File: src/hdl/uer_pkg.sv
// types, constants and register codes shared by the echo ranger files
// no dependencies
`timescale 1ns / 1ps

package uer_pkg;

  localparam int TICK_W      = 14;
  localparam int SINCE_W     = 16;
  localparam int DIST_W      = 8;
  localparam int DIV_STEPS   = TICK_W;
  localparam int DIV_CNT_W   = $clog2(DIV_STEPS + 1);
  localparam int APB_ADDR_W  = 4;
  localparam int APB_DATA_W  = 32;

  localparam logic [7:0]         TPU_RESET      = 8'd29;
  localparam logic [SINCE_W-1:0] HOLDOFF_RESET  = 16'd1000;
  localparam logic [TICK_W-1:0]  TIMEOUT_RESET  = 14'd8000;
  localparam logic [7:0]         TRIG_RESET     = 8'd5;
  localparam logic [DIST_W-1:0]  DIST_TIMEOUT   = 8'd255;
  localparam logic [DIST_W-1:0]  DIST_RESET     = 8'd255;

  typedef enum logic [1:0] {
    CFG_TICKS_PER_UNIT = 2'd0,
    CFG_HOLDOFF        = 2'd1,
    CFG_ECHO_TIMEOUT   = 2'd2,
    CFG_TRIGGER        = 2'd3
  } cfg_idx_e;

  typedef struct packed {
    logic [7:0]         ticks_per_unit;
    logic [SINCE_W-1:0] holdoff_ticks;
    logic [TICK_W-1:0]  echo_timeout_ticks;
    logic [7:0]         trigger_ticks;
  } cfg_t;

  typedef struct packed {
    logic latch_in;
    logic eval;
    logic div_step;
    logic div_finish;
    logic load_out;
  } cmd_t;

  typedef struct packed {
    logic div_need;
    logic div_last;
  } sts_t;

endpackage

File: src/hdl/uer_if.sv
// valid/ready channel interfaces for tick items and result items
// depends on nothing
`timescale 1ns / 1ps

interface uer_in_if;
  logic valid;
  logic ready;
  logic start_request;
  logic echo_level;

  modport source (output valid, start_request, echo_level, input ready);
  modport sink   (input valid, start_request, echo_level, output ready);
endinterface

interface uer_out_if;
  logic       valid;
  logic       ready;
  logic       trigger_level;
  logic       reading_valid;
  logic [7:0] distance;
  logic       timed_out;
  logic       from_cache;

  modport source (output valid, trigger_level, reading_valid, distance, timed_out,
                  from_cache, input ready);
  modport sink   (input valid, trigger_level, reading_valid, distance, timed_out,
                  from_cache, output ready);
endinterface

File: src/hdl/ultrasonic_echo_ranger_top.sv
// ultrasonic echo ranger: register file, controller and datapath
// depends on uer_pkg, uer_if, uer_ctrl, uer_dp
`timescale 1ns / 1ps

// Each item on in_ch is one timer tick carrying start_request and the sampled
// echo_level. Each tick yields exactly one result item on out_ch with the
// trigger pin level and, when reading_valid is set, a distance (255 with
// timed_out on an echo timeout, from_cache on a request inside hold-off).
// Items are processed one at a time: accept, one evaluate step, then the
// result goes to the output register. The tick that ends the echo high
// time runs the distance through a restoring divider, one quotient bit per
// cycle over all 14 quotient bits, plus a finishing step.
// The output register holds one finished result; while it waits, the next
// tick is already accepted and evaluated, and it waits in turn until the
// receiver takes the held result. A stalled receiver thus stalls in_ch.
// Reset (rst_ni low, asynchronous) returns to idle, empties the output
// register, loads the register reset values and sets the stored reading
// to 255. Registers are written over APB at byte address 4*index; the user
// must write only while no tick is in progress; the block does not enforce it.

module ultrasonic_echo_ranger_top import uer_pkg::*; (
  input  logic                  clk_i,
  input  logic                  rst_ni,
  uer_in_if.sink                in_ch,
  uer_out_if.source             out_ch,
  input  logic                  psel,
  input  logic                  penable,
  input  logic                  pwrite,
  input  logic [APB_ADDR_W-1:0] paddr,
  input  logic [APB_DATA_W-1:0] pwdata,
  output logic [APB_DATA_W-1:0] prdata,
  output logic                  pready
);

  cfg_t     cfg_q;
  cmd_t     cmd;
  sts_t     sts;
  cfg_idx_e idx;
  logic     wr_en;

  assign idx    = cfg_idx_e'(paddr[3:2]);
  assign wr_en  = psel && penable && pwrite;
  assign pready = 1'b1;

  always_ff @(posedge clk_i or negedge rst_ni) begin
    if (!rst_ni) begin
      cfg_q.ticks_per_unit     <= TPU_RESET;
      cfg_q.holdoff_ticks      <= HOLDOFF_RESET;
      cfg_q.echo_timeout_ticks <= TIMEOUT_RESET;
      cfg_q.trigger_ticks      <= TRIG_RESET;
    end else if (wr_en) begin
      case (idx)
        CFG_TICKS_PER_UNIT: cfg_q.ticks_per_unit     <= pwdata[7:0];
        CFG_HOLDOFF:        cfg_q.holdoff_ticks      <= pwdata[SINCE_W-1:0];
        CFG_ECHO_TIMEOUT:   cfg_q.echo_timeout_ticks <= pwdata[TICK_W-1:0];
        CFG_TRIGGER:        cfg_q.trigger_ticks      <= pwdata[7:0];
        default: ;
      endcase
    end
  end

  always_comb begin
    case (idx)
      CFG_TICKS_PER_UNIT: prdata = {{(APB_DATA_W-8){1'b0}}, cfg_q.ticks_per_unit};
      CFG_HOLDOFF:        prdata = {{(APB_DATA_W-SINCE_W){1'b0}}, cfg_q.holdoff_ticks};
      CFG_ECHO_TIMEOUT:   prdata = {{(APB_DATA_W-TICK_W){1'b0}}, cfg_q.echo_timeout_ticks};
      CFG_TRIGGER:        prdata = {{(APB_DATA_W-8){1'b0}}, cfg_q.trigger_ticks};
      default:            prdata = '0;
    endcase
  end

  uer_ctrl u_ctrl (
    .clk_i       (clk_i),
    .rst_ni      (rst_ni),
    .in_valid_i  (in_ch.valid),
    .in_ready_o  (in_ch.ready),
    .out_valid_o (out_ch.valid),
    .out_ready_i (out_ch.ready),
    .cmd_o       (cmd),
    .sts_i       (sts)
  );

  uer_dp u_dp (
    .clk_i           (clk_i),
    .rst_ni          (rst_ni),
    .cfg_i           (cfg_q),
    .cmd_i           (cmd),
    .sts_o           (sts),
    .start_request_i (in_ch.start_request),
    .echo_level_i    (in_ch.echo_level),
    .trigger_level_o (out_ch.trigger_level),
    .reading_valid_o (out_ch.reading_valid),
    .distance_o      (out_ch.distance),
    .timed_out_o     (out_ch.timed_out),
    .from_cache_o    (out_ch.from_cache)
  );

endmodule

File: src/hdl/uer_ctrl.sv
// sequencing fsm: accept, evaluate, serial divide, push to output register
// depends on uer_pkg
`timescale 1ns / 1ps

module uer_ctrl import uer_pkg::*; (
  input  logic clk_i,
  input  logic rst_ni,
  input  logic in_valid_i,
  output logic in_ready_o,
  output logic out_valid_o,
  input  logic out_ready_i,
  output cmd_t cmd_o,
  input  sts_t sts_i
);

  typedef enum logic [2:0] {
    S_IDLE,
    S_EVAL,
    S_DIV,
    S_FIN,
    S_PUSH
  } state_e;

  state_e state_q, state_d;
  logic   out_valid_q, out_valid_d;

  always_comb begin
    cmd_o            = '0;
    state_d          = state_q;
    cmd_o.latch_in   = (state_q == S_IDLE) && in_valid_i;
    cmd_o.load_out   = (state_q == S_PUSH) && (!out_valid_q || out_ready_i);
    out_valid_d      = out_valid_q && !out_ready_i;
    case (state_q)
      S_IDLE: begin
        if (in_valid_i) state_d = S_EVAL;
      end
      S_EVAL: begin
        cmd_o.eval = 1'b1;
        state_d    = sts_i.div_need ? S_DIV : S_PUSH;
      end
      S_DIV: begin
        cmd_o.div_step = 1'b1;
        if (sts_i.div_last) state_d = S_FIN;
      end
      S_FIN: begin
        cmd_o.div_finish = 1'b1;
        state_d          = S_PUSH;
      end
      S_PUSH: begin
        if (cmd_o.load_out) begin
          out_valid_d = 1'b1;
          state_d     = S_IDLE;
        end
      end
      default: state_d = S_IDLE;
    endcase
  end

  always_ff @(posedge clk_i or negedge rst_ni) begin
    if (!rst_ni) begin
      state_q     <= S_IDLE;
      out_valid_q <= 1'b0;
    end else begin
      state_q     <= state_d;
      out_valid_q <= out_valid_d;
    end
  end

  assign in_ready_o  = (state_q == S_IDLE);
  assign out_valid_o = out_valid_q;

endmodule

File: src/hdl/uer_dp.sv
// datapath: ranging state, step evaluation, restoring divider, output payload
// depends on uer_pkg
`timescale 1ns / 1ps

module uer_dp import uer_pkg::*; (
  input  logic              clk_i,
  input  logic              rst_ni,
  input  cfg_t              cfg_i,
  input  cmd_t              cmd_i,
  output sts_t              sts_o,
  input  logic              start_request_i,
  input  logic              echo_level_i,
  output logic              trigger_level_o,
  output logic              reading_valid_o,
  output logic [DIST_W-1:0] distance_o,
  output logic              timed_out_o,
  output logic              from_cache_o
);

  typedef enum logic [2:0] {
    PH_IDLE      = 3'd0,
    PH_TRIG_HIGH = 3'd1,
    PH_WAIT_LOW  = 3'd2,
    PH_WAIT_HIGH = 3'd3,
    PH_MEASURE   = 3'd4
  } phase_e;

  phase_e              phase_q, phase_d;
  logic [TICK_W-1:0]   ticks_q, ticks_d;
  logic [SINCE_W-1:0]  since_q, since_d;
  logic [DIST_W-1:0]   last_q;
  logic                req_q, echo_q;

  logic                res_trig_q, res_trig_d;
  logic                res_valid_q, res_valid_d;
  logic [DIST_W-1:0]   res_dist_q, res_dist_d;
  logic                res_tmo_q, res_tmo_d;
  logic                res_cache_q, res_cache_d;

  logic [TICK_W-1:0]   acc_q, acc_d;
  logic [7:0]          rem_q, rem_d;
  logic [7:0]          dv_q;
  logic [DIV_CNT_W-1:0] cnt_q;

  logic [TICK_W:0]     n;
  logic [7:0]          trig_len;
  logic [7:0]          divisor;
  logic [SINCE_W-1:0]  elapsed;
  logic                seen;
  logic                div_need;
  logic [8:0]          trial;
  logic                qbit;
  logic [DIST_W-1:0]   quo_sat;

  assign n        = {1'b0, ticks_q} + {{TICK_W{1'b0}}, 1'b1};
  assign trig_len = (cfg_i.trigger_ticks == 8'd0) ? 8'd1 : cfg_i.trigger_ticks;
  assign divisor  = (cfg_i.ticks_per_unit == 8'd0) ? 8'd1 : cfg_i.ticks_per_unit;

  // one tick of the ranging sequence
  always_comb begin
    phase_d     = phase_q;
    ticks_d     = ticks_q;
    elapsed     = since_q;
    div_need    = 1'b0;
    seen        = (phase_q == PH_WAIT_HIGH) ? echo_q : !echo_q;
    res_trig_d  = 1'b0;
    res_valid_d = 1'b0;
    res_dist_d  = '0;
    res_tmo_d   = 1'b0;
    res_cache_d = 1'b0;
    case (phase_q)
      PH_TRIG_HIGH: begin
        res_trig_d = 1'b1;
        if (n >= {{(TICK_W-7){1'b0}}, trig_len}) begin
          phase_d = PH_WAIT_LOW;
          ticks_d = '0;
        end else begin
          ticks_d = n[TICK_W-1:0];
        end
      end
      PH_WAIT_LOW, PH_WAIT_HIGH, PH_MEASURE: begin
        if (seen) begin
          ticks_d = '0;
          case (phase_q)
            PH_WAIT_LOW:  phase_d = PH_WAIT_HIGH;
            PH_WAIT_HIGH: phase_d = PH_MEASURE;
            default: begin
              // distance filled in once the divider is done
              phase_d     = PH_IDLE;
              res_valid_d = 1'b1;
              div_need    = 1'b1;
            end
          endcase
        end else if (n >= {1'b0, cfg_i.echo_timeout_ticks}) begin
          phase_d     = PH_IDLE;
          ticks_d     = '0;
          res_valid_d = 1'b1;
          res_dist_d  = DIST_TIMEOUT;
          res_tmo_d   = 1'b1;
        end else begin
          ticks_d = n[TICK_W-1:0];
        end
      end
      default: begin
        phase_d = PH_IDLE;
        ticks_d = '0;
        if (req_q) begin
          if (since_q < cfg_i.holdoff_ticks) begin
            res_valid_d = 1'b1;
            res_dist_d  = last_q;
            res_cache_d = 1'b1;
          end else begin
            // trigger low tick
            elapsed = '0;
            phase_d = PH_TRIG_HIGH;
          end
        end
      end
    endcase
    since_d = (elapsed == {SINCE_W{1'b1}}) ? elapsed : elapsed + {{(SINCE_W-1){1'b0}}, 1'b1};
  end

  // restoring divide, one quotient bit per cycle
  assign trial   = {rem_q, acc_q[TICK_W-1]};
  assign qbit    = (trial >= {1'b0, dv_q});
  assign rem_d   = qbit ? 8'(trial - {1'b0, dv_q}) : trial[7:0];
  assign acc_d   = {acc_q[TICK_W-2:0], qbit};
  assign quo_sat = (acc_q[TICK_W-1:DIST_W] != '0) ? DIST_TIMEOUT : acc_q[DIST_W-1:0];

  always_ff @(posedge clk_i or negedge rst_ni) begin
    if (!rst_ni) begin
      phase_q <= PH_IDLE;
      ticks_q <= '0;
      since_q <= '0;
      last_q  <= DIST_RESET;
      cnt_q   <= '0;
    end else begin
      if (cmd_i.eval) begin
        phase_q <= phase_d;
        ticks_q <= ticks_d;
        since_q <= since_d;
        if (div_need) cnt_q <= DIV_CNT_W'(DIV_STEPS);
      end
      if (cmd_i.div_step) cnt_q <= cnt_q - {{(DIV_CNT_W-1){1'b0}}, 1'b1};
      if (cmd_i.div_finish) last_q <= quo_sat;
    end
  end

  always_ff @(posedge clk_i) begin
    if (cmd_i.latch_in) begin
      req_q  <= start_request_i;
      echo_q <= echo_level_i;
    end
    if (cmd_i.eval) begin
      res_trig_q  <= res_trig_d;
      res_valid_q <= res_valid_d;
      res_dist_q  <= res_dist_d;
      res_tmo_q   <= res_tmo_d;
      res_cache_q <= res_cache_d;
      if (div_need) begin
        acc_q <= n[TICK_W-1:0];
        rem_q <= '0;
        dv_q  <= divisor;
      end
    end
    if (cmd_i.div_step) begin
      acc_q <= acc_d;
      rem_q <= rem_d;
    end
    if (cmd_i.div_finish) res_dist_q <= quo_sat;
    if (cmd_i.load_out) begin
      trigger_level_o <= res_trig_q;
      reading_valid_o <= res_valid_q;
      distance_o      <= res_dist_q;
      timed_out_o     <= res_tmo_q;
      from_cache_o    <= res_cache_q;
    end
  end

  assign sts_o.div_need = div_need;
  assign sts_o.div_last = (cnt_q == {{(DIV_CNT_W-1){1'b0}}, 1'b1});

endmodule

File: src/flat_wrapper.sv
// flat-port wrapper written by rule: the top's interface ports become plain ports
module ultrasonic_echo_ranger_top_flat import uer_pkg::*;
  (clk_i, rst_ni, psel, penable, pwrite, paddr, pwdata, prdata, pready, in_ch_valid, in_ch_start_request, in_ch_echo_level, in_ch_ready, out_ch_valid, out_ch_trigger_level, out_ch_reading_valid, out_ch_distance, out_ch_timed_out, out_ch_from_cache, out_ch_ready);
  uer_in_if in_ch_i ();
  uer_out_if out_ch_i ();
  input  logic clk_i;
  input  logic rst_ni;
  input  logic psel;
  input  logic penable;
  input  logic pwrite;
  input  logic [APB_ADDR_W-1:0] paddr;
  input  logic [APB_DATA_W-1:0] pwdata;
  output logic [APB_DATA_W-1:0] prdata;
  output logic pready;
  input wire logic [$bits(in_ch_i.valid)-1:0] in_ch_valid;
  input wire logic [$bits(in_ch_i.start_request)-1:0] in_ch_start_request;
  input wire logic [$bits(in_ch_i.echo_level)-1:0] in_ch_echo_level;
  output wire logic [$bits(in_ch_i.ready)-1:0] in_ch_ready;
  output wire logic [$bits(out_ch_i.valid)-1:0] out_ch_valid;
  output wire logic [$bits(out_ch_i.trigger_level)-1:0] out_ch_trigger_level;
  output wire logic [$bits(out_ch_i.reading_valid)-1:0] out_ch_reading_valid;
  output wire logic [$bits(out_ch_i.distance)-1:0] out_ch_distance;
  output wire logic [$bits(out_ch_i.timed_out)-1:0] out_ch_timed_out;
  output wire logic [$bits(out_ch_i.from_cache)-1:0] out_ch_from_cache;
  input wire logic [$bits(out_ch_i.ready)-1:0] out_ch_ready;
  assign in_ch_i.valid = in_ch_valid;
  assign in_ch_i.start_request = in_ch_start_request;
  assign in_ch_i.echo_level = in_ch_echo_level;
  assign in_ch_ready = in_ch_i.ready;
  assign out_ch_valid = out_ch_i.valid;
  assign out_ch_trigger_level = out_ch_i.trigger_level;
  assign out_ch_reading_valid = out_ch_i.reading_valid;
  assign out_ch_distance = out_ch_i.distance;
  assign out_ch_timed_out = out_ch_i.timed_out;
  assign out_ch_from_cache = out_ch_i.from_cache;
  assign out_ch_i.ready = out_ch_ready;
  ultrasonic_echo_ranger_top u_core (.clk_i(clk_i), .rst_ni(rst_ni), .in_ch(in_ch_i), .out_ch(out_ch_i), .psel(psel), .penable(penable), .pwrite(pwrite), .paddr(paddr), .pwdata(pwdata), .prdata(prdata), .pready(pready));
endmodule
File: config.mk
export PLATFORM = sky130hd
export DESIGN_NAME = ultrasonic_echo_ranger_top_flat
export DESIGN_NICKNAME = d
export VERILOG_FILES = /design/src/hdl/uer_pkg.sv /design/src/hdl/uer_if.sv /design/src/hdl/ultrasonic_echo_ranger_top.sv /design/src/hdl/uer_ctrl.sv /design/src/hdl/uer_dp.sv /design/src/flat_wrapper.sv
export SDC_FILE = /design/constraint.sdc
export NUM_CORES = 1
export LEC_CHECK = 0
export BUFFER_PORTS_ARGS = -buffer_cell sky130_fd_sc_hd__buf_2
export CORE_MARGIN = 2
export CORE_UTILIZATION = 30
export DETAILED_ROUTE_END_ITERATION = 8
export HOLD_SLACK_MARGIN = 0.06
export PLACE_DENSITY = 0.52
export SLEW_MARGIN = 20
export SYNTH_ARGS = -nofsm -noshare
export SYNTH_HDL_FRONTEND = slang
export SYNTH_SLANG_ARGS = --single-unit
File: constraint.sdc
create_clock -name clk_i -period 3.95 [get_ports clk_i]
set_clock_uncertainty 0.15 [all_clocks]
set_input_delay 0.1975 -clock clk_i [delete_from_list [all_inputs] [get_ports clk_i]]
set_output_delay 0.1975 -clock clk_i [all_outputs]
set_load 0.02 [all_outputs]
* Word-level counts from Yosys, hierarchy flattened
Index checks and enable logic that the tools add are counted. Widths: inputs -> output; s select.
Storage, ports and cells: register bits 151, bits of input ports 45, output and inout bits 47, logic and storage cells 137
Cells by class: $add $sub $neg 4, magnitude comparators 4, equal/unequal tests 18, multiplexer cells 55, bitwise operators 1, reductions and logical operators 29
Operators with widths (count):
- $pmux 32 s4 | 1
- $mux 8 | 12
- $mux 14 | 6
- $mux 16 | 4
- $pmux 14 s2 | 1
- $mux 3 | 7
- $add 16x1->16 const B | 1
- $eq 16x16->1 const B | 1
- $logic_not 8->1 | 2
- $lt 16x16->1 | 1
- $mux 1 | 16
- $pmux 8 s2 | 1
- $add 14x1->15 const B | 1
- $ge 15x14->1 | 1
- $ge 15x8->1 | 1
- $pmux 3 s5 | 1
- $eq 3x2->1 const B | 4
- $mux 4 | 3
- $pmux 3 s2 | 2
- $reduce_and 2->1 | 6
- $ge 9x8->1 | 1
- $sub 8x8->8 | 1
- $eq 3x1->1 const B | 2
- $eq 3x3->1 const B | 2
- 20 further kinds | 33

* Longest topological paths before layout
word-level depth 8, mapped depth 18, depth with buffers taken out 17

* Modules after synthesis
Synthesis repeated with hierarchy kept, for this count alone.
Second synthesis, totals: cell total of the unflattened synthesis 773, area, all modules 8649.5 um^2
By module, submodules not included:
- uer_dp | times used 1, cells an instance 608, area an instance 6177.2 um^2, sequential area each 2817.7 um^2
- ultrasonic_echo_ranger_top | times used 1, cells an instance 142, area an instance 2234.6 um^2, sequential area each 1173.6 um^2
- uer_ctrl | times used 1, cells an instance 23, area an instance 237.7 um^2, sequential area each 100.1 um^2

* Worst setup path before layout
No wires, ideal clock.
kind register to register, from reg u_core.cfg_q[28] in the netlist's numbering, to reg u_core.u_dp.since_q[15], library setup time 0.080 ns, data arrival time 3.645 ns, data required time 3.720 ns, path slack 0.075 ns, cell stages (with the launch flop) 19, path buffers 1, period minus slack after synthesis 3.875 ns, cell sequence dfstp_2 inv_1 ha_1 o21a_1 o21ai_0 nor2_1 a211oi_1 o31ai_2 clkbuf_1 nor2b_1 ha_1 nand2_1 nor3_1 a21oi_1 nand4_1 nand2b_1 nor2_1 and3_1 xnor2_1
On the way: cells in the longest elaborated chain, start to end 6, elaborated cells between the ends (all ways) 7, those cells by class add/sub: 1; order compare: 1; eq/ne: 1; mux: 4
RTL lines:
- start: declaration | RTL line ultrasonic_echo_ranger_top.sv:35 | cfg_t cfg_q;
- $lt 16x16->1 (*) | RTL line uer_dp.sv:108 | if (since_q < cfg_i.holdoff_ticks) begin
- $mux 16 (*) | RTL line uer_dp.sv:108
- $mux 16 (*) | RTL line uer_dp.sv:107 | if (req_q) begin
- $mux 16 (*) | RTL line uer_dp.sv:71 | case (phase_q)
- $add 16x1->16 / $eq 16x16->1 (equally long branches) | RTL line uer_dp.sv:120 | since_d = (elapsed == {SINCE_W{1'b1}}) ? elapsed : elapsed + {{(SINCE_W-1){1'b0}}, 1'b1};
- $mux 16 (*) | RTL line uer_dp.sv:120
- end signal: assignment | RTL line uer_dp.sv:141 | since_q <= since_d;
- end: declaration | RTL line uer_dp.sv:30 | logic [SINCE_W-1:0] since_q, since_d;
Mark *: on every way between the ends. The rest lies on a longest branch, timed or not. A chain may end at the register's enable or synchronous reset.

* Worst setup path in the final report
from reg u_core.u_dp.ticks_q[1], to reg u_core.u_dp.ticks_q[6]
On the way: cells in the longest elaborated chain, start to end 5, elaborated cells between the ends (all ways) 7, those cells by class add/sub: 1; order compare: 2; mux: 4
RTL lines:
- start: declaration | RTL line uer_dp.sv:29 | logic [TICK_W-1:0] ticks_q, ticks_d;
- start signal: assignment | RTL line uer_dp.sv:140 | ticks_q <= ticks_d;
- $add 14x1->15 (*) | RTL line uer_dp.sv:55 | assign n = {1'b0, ticks_q} + {{TICK_W{1'b0}}, 1'b1};
- $ge 15x14->1 | RTL line uer_dp.sv:94 | end else if (n >= {1'b0, cfg_i.echo_timeout_ticks}) begin
- $mux 14 | RTL line uer_dp.sv:94
- $mux 14 | RTL line uer_dp.sv:82 | if (seen) begin
- $pmux 14 s2 (*) | RTL line uer_dp.sv:71
Marks and branches as above.

==> metrics.md <==
| Metric | Value |
|---|---|
| Worst-Skew Late Latency | `between 400 and 500 ps` |
| Worst Hold End | `u_core.cfg_q[10]$_DFFE_PN0P_` |
| Root Driver | `clkbuf_16` |
| CP startpoint kind | `flop` |
| Nets | `between 900 and 1000` |
| I/O pin total | `slightly above 90` |
| Core area | `0.0270 mm^2` |
| Fin. Hold Viols | `0` |
| Mean Syn Cell Area | `approximately 10 um^2` |
| First-pass GRT wire length | `approximately 31 mm` |
| Most used cell, CP | `o21ai_0` |
| Critical Path AT | `3960 ps` |
| Worst min-delay path class | `in -> reg` |
| Fin crit period | `3760 ps` |
| Worst-margin pin slew | `between 1000 and 1500 ps` |
| Placed cell area | `0.00896 mm^2` |
| Slew margin rel. | `between 30% and 40%` |
| Reg clk slew, reported paths | `around 60 ps` |
| IR drop worst, VDD | `around 0.00021 V` |
| Total clock sinks | `between 150 and 200` |
| Post-synth ARST share | `between 60 and 70%` |
| Die area | `0.0290 mm^2` |
| Wirelength per Cell | `roughly 15 um` |
| CP Launch Point | `u_core.u_dp.ticks_q[1]$_DFFE_PN0P_` |
| Hold path depth | `4` |
| Critical Setup Path Class | `reg -> reg` |
| P_leak | `between 4 and 5 nW` |
| Mapped Cells | `approximately 800` |
| Worst flop-to-flop path endpoint | `u_core.u_dp.ticks_q[6]$_DFFE_PN0P_` |
| CP required | `a little over 4000 ps` |
| CTS max path bufs | `2` |
| Hold WS | `around 190 ps` |
| Die extent in x | `170 um` |
| CTS tree | `done` |
| Worst r2r path cells | `14` |
| Max Cap Viol | `0` |
| Final critical-path share of the clock period | `95.3%` |
| Outcome | `finished, final reports clean` |
| Largest net degree at the start of global routing | `64` |
| Met2 Use GR | `between 20% and 30%` |
| Crit-path max cell delay | `430 ps` |
| Initial antenna violation count | `0` |
| Layout Utilization | `~36%` |
| Starting DRT DRC Count | `~350` |
| GPL Wtd Cong | `about 0.83` |
| Congestion Overflow GR | `0` |
| Max Clk Rate | `0.266 GHz` |
| H-tree depth | `4` |
| Post-synth EDFFs | `between 50 and 60` |
| Most common cell after layout, fill and taps aside | `nand2_1` |
| Flop2flop setup slack | `190 ps` |
| # DRC | `0` |
| Drt total wl | `19.3 mm` |
| Max Fanout on Critical Path | `7` |
| Vias in the first global route | `around 5900` |
| Post-synth cell types | `69` |
| Seq. cell area | `0.00409 mm^2` |
| Post-CTS setup buffer count | `0` |
| Cts bufs inserted | `17` |
| Count of final setup violators | `0` |
| Die height | `approximately 170 um` |
| Buffers on Ports | `between 50 and 60` |
| Antenna Nets Post-Route | `0` |
| Design area | `0.00984 mm^2` |
| Met3 Use GR | `2.74%` |
| Syn. warnings | `0` |
| Critical R2R Launch | `u_core.u_dp.ticks_q[1]$_DFFE_PN0P_` |
| CP endpoint kind | `flop` |
| Slew Viols, Final | `0` |
| Total track usage | `14.0%` |
| DR pass1 iterations | `4` |
| PwrDens | `around 460 mW/mm^2` |
| Crit-path cells | `ha_2 > and3_1 > nor4b_2 > xor2_1 > ha_1 > a211oi_1 > o21ai_0 > a21oi_1 > o21ai_0 > a211o_1 > and2_1 > buf_4 > a41o_1 > a21oi_2` |
| Flops & latches, synth | `about 150` |
| Seq/Total Area, Yosys | `49.4%` |
| Ant diodes | `0` |
| Met1 Resource Use GR | `19.9%` |
| Layout cells sized above 1 | `approximately a fifth` |
| CP max-delay cell | `dfrtp_1` |
| Area grow syn2layout | `18.7%` |
| RSZ-0062 raised after global routing | `false` |
| Placement Rows | `60` |
| Main synth FF type | `dfrtp_1` |
| Post-DP HPWL | `approximately 14 mm` |
| Commonest cells after routing, fill and taps aside | `nand2_1 (79), nor2_1 (78), dfrtp_1 (69)` |
| Fillers | `roughly 2700` |
| Busiest grt layer | `met2` |
| Mapped cell area | `between 0.008 and 0.009 mm^2` |
| Vias/cell | `4.83` |
| Vias | `about 6000` |
| Worst hold start | `penable` |
| Multi-input gate area | `0.00383 mm^2` |
| Initial core utilization | `between 30% and 40%` |
| Sum Neg Setup Slack | `0 ps` |
worst max path at each step:
stage | to | slack, ps | cells past startpoint
2_1_floorplan | u_core.u_dp.since_q[15]$_DFFE_PN0P_ | 80 | 18
3_3_place_gp | u_core.u_dp.since_q[15]$_DFFE_PN0P_ | 250 | 17
3_5_place_dp | u_core.u_dp.since_q[15]$_DFFE_PN0P_ | 140 | 17
4_1_cts | u_core.u_dp.since_q[15]$_DFFE_PN0P_ | 120 | 17
5_1_grt | u_core.u_dp.since_q[15]$_DFFE_PN0P_ | 20 | 17
6_report | u_core.u_dp.ticks_q[6]$_DFFE_PN0P_ | 190 | 14
logic make-up after synthesis:
| kind of cell | Yosys count | synth area share, % |
|---|---|---|
| AO/OA/AOI/OAI | 185 | 14.0 |
| XOR/XNOR | 19 | 2.01 |
| adder cells (fa/ha/maj) | 51 | 7.79 |
| buffers and inverters | 106 | 5.67 |
| flip-flops | 151 | 49.4 |
| multiplexers | 33 | 5.46 |
| other | 2 | 0.0906 |
| AND/OR/NAND/NOR | 264 | 15.6 |
timing repair:
item / CTS / global route
gates resized for setup: 0 / 7
hold endpoints to repair: 97 / 0
hold buffers: 21 / 0
setup endpoints to repair: 0 / 7
report_power, final:
part	total [W]	internal (W)	switching, W	leakage (nW)
sequential	0.00199	0.00186	0.000129	1.65
combinational	0.000801	0.000308	0.000492	2.29
clock	0.00174	0.00109	0.000652	0.310
layer usage:
metal | up-vias | routed length [um]
li1 | 3009 | -
met1 | 2916 | 9840
met3 | 4 | 633
met2 | 97 | 8730
met5 | - | 0
met4 | 0 | 106
area by class of cell:
cell class / count / area share [%]
multi-input cells: 569 / 38.9
clock inverters: 12 / 1.78
flip-flops and latches: 151 / 41.6
clock buffers: 20 / 4.64
repair buffers: 98 / 6.61
inverters: 56 / 2.14
well taps: 341 / 4.34
worst max-delay path, delay by kind of cell (launching register included):
family,cells,cell delay [ps]
AOI/OAI and AO/OA,7,1380
xor gates and xnor gates,1,240
adders and majority gates,2,550
buffers and inverters,1,200
DFF,1,430
and+or+nand+nor,3,740
synth_stat cells (14+ instances only):
cell type / count / area (um^2)
o21ai_1: 40 / 200
a22o_1: 14 / 123
clkbuf_1: 26 / 97.6
a21oi_1: 33 / 165
buf_4: 17 / 128
nand3_1: 24 / 120
nor2_1: 78 / 293
dfrtp_1: 69 / 1730
nand2_1: 79 / 297
inv_1: 55 / 206
o21ai_0: 38 / 190
ha_1: 50 / 626
edfxtp_1: 56 / 1680
dfstp_2: 26 / 683
flip-flops by register name, summed over array words and instances (netlist names), 3 cells and up:
signal                  flops
u_core.u_dp.last_q          8
u_core.u_dp.dv_q            8
u_core.u_dp.distance_o      8
u_core.u_dp.acc_q          14
u_core.u_ctrl.state_q       3
u_core.u_dp.res_dist_q      8
u_core.u_dp.since_q        16
u_core.u_dp.cnt_q           4
u_core.u_dp.phase_q         3
u_core.u_dp.ticks_q        14
u_core.cfg_q               46
u_core.u_dp.rem_q           8
through the flow:
stage                     total power [W]  setup WS, ps  cells
final                             0.00454           187   1247
after CTS                         0.00459           120   1247
after global placement            0.00280           248   1194
after floorplan                   0.00253          75.4    826
after detailed placement          0.00281           142   1194
after global routing              0.00478          15.3   1247
No activity file was read; power rests on OpenSTA's default activity.
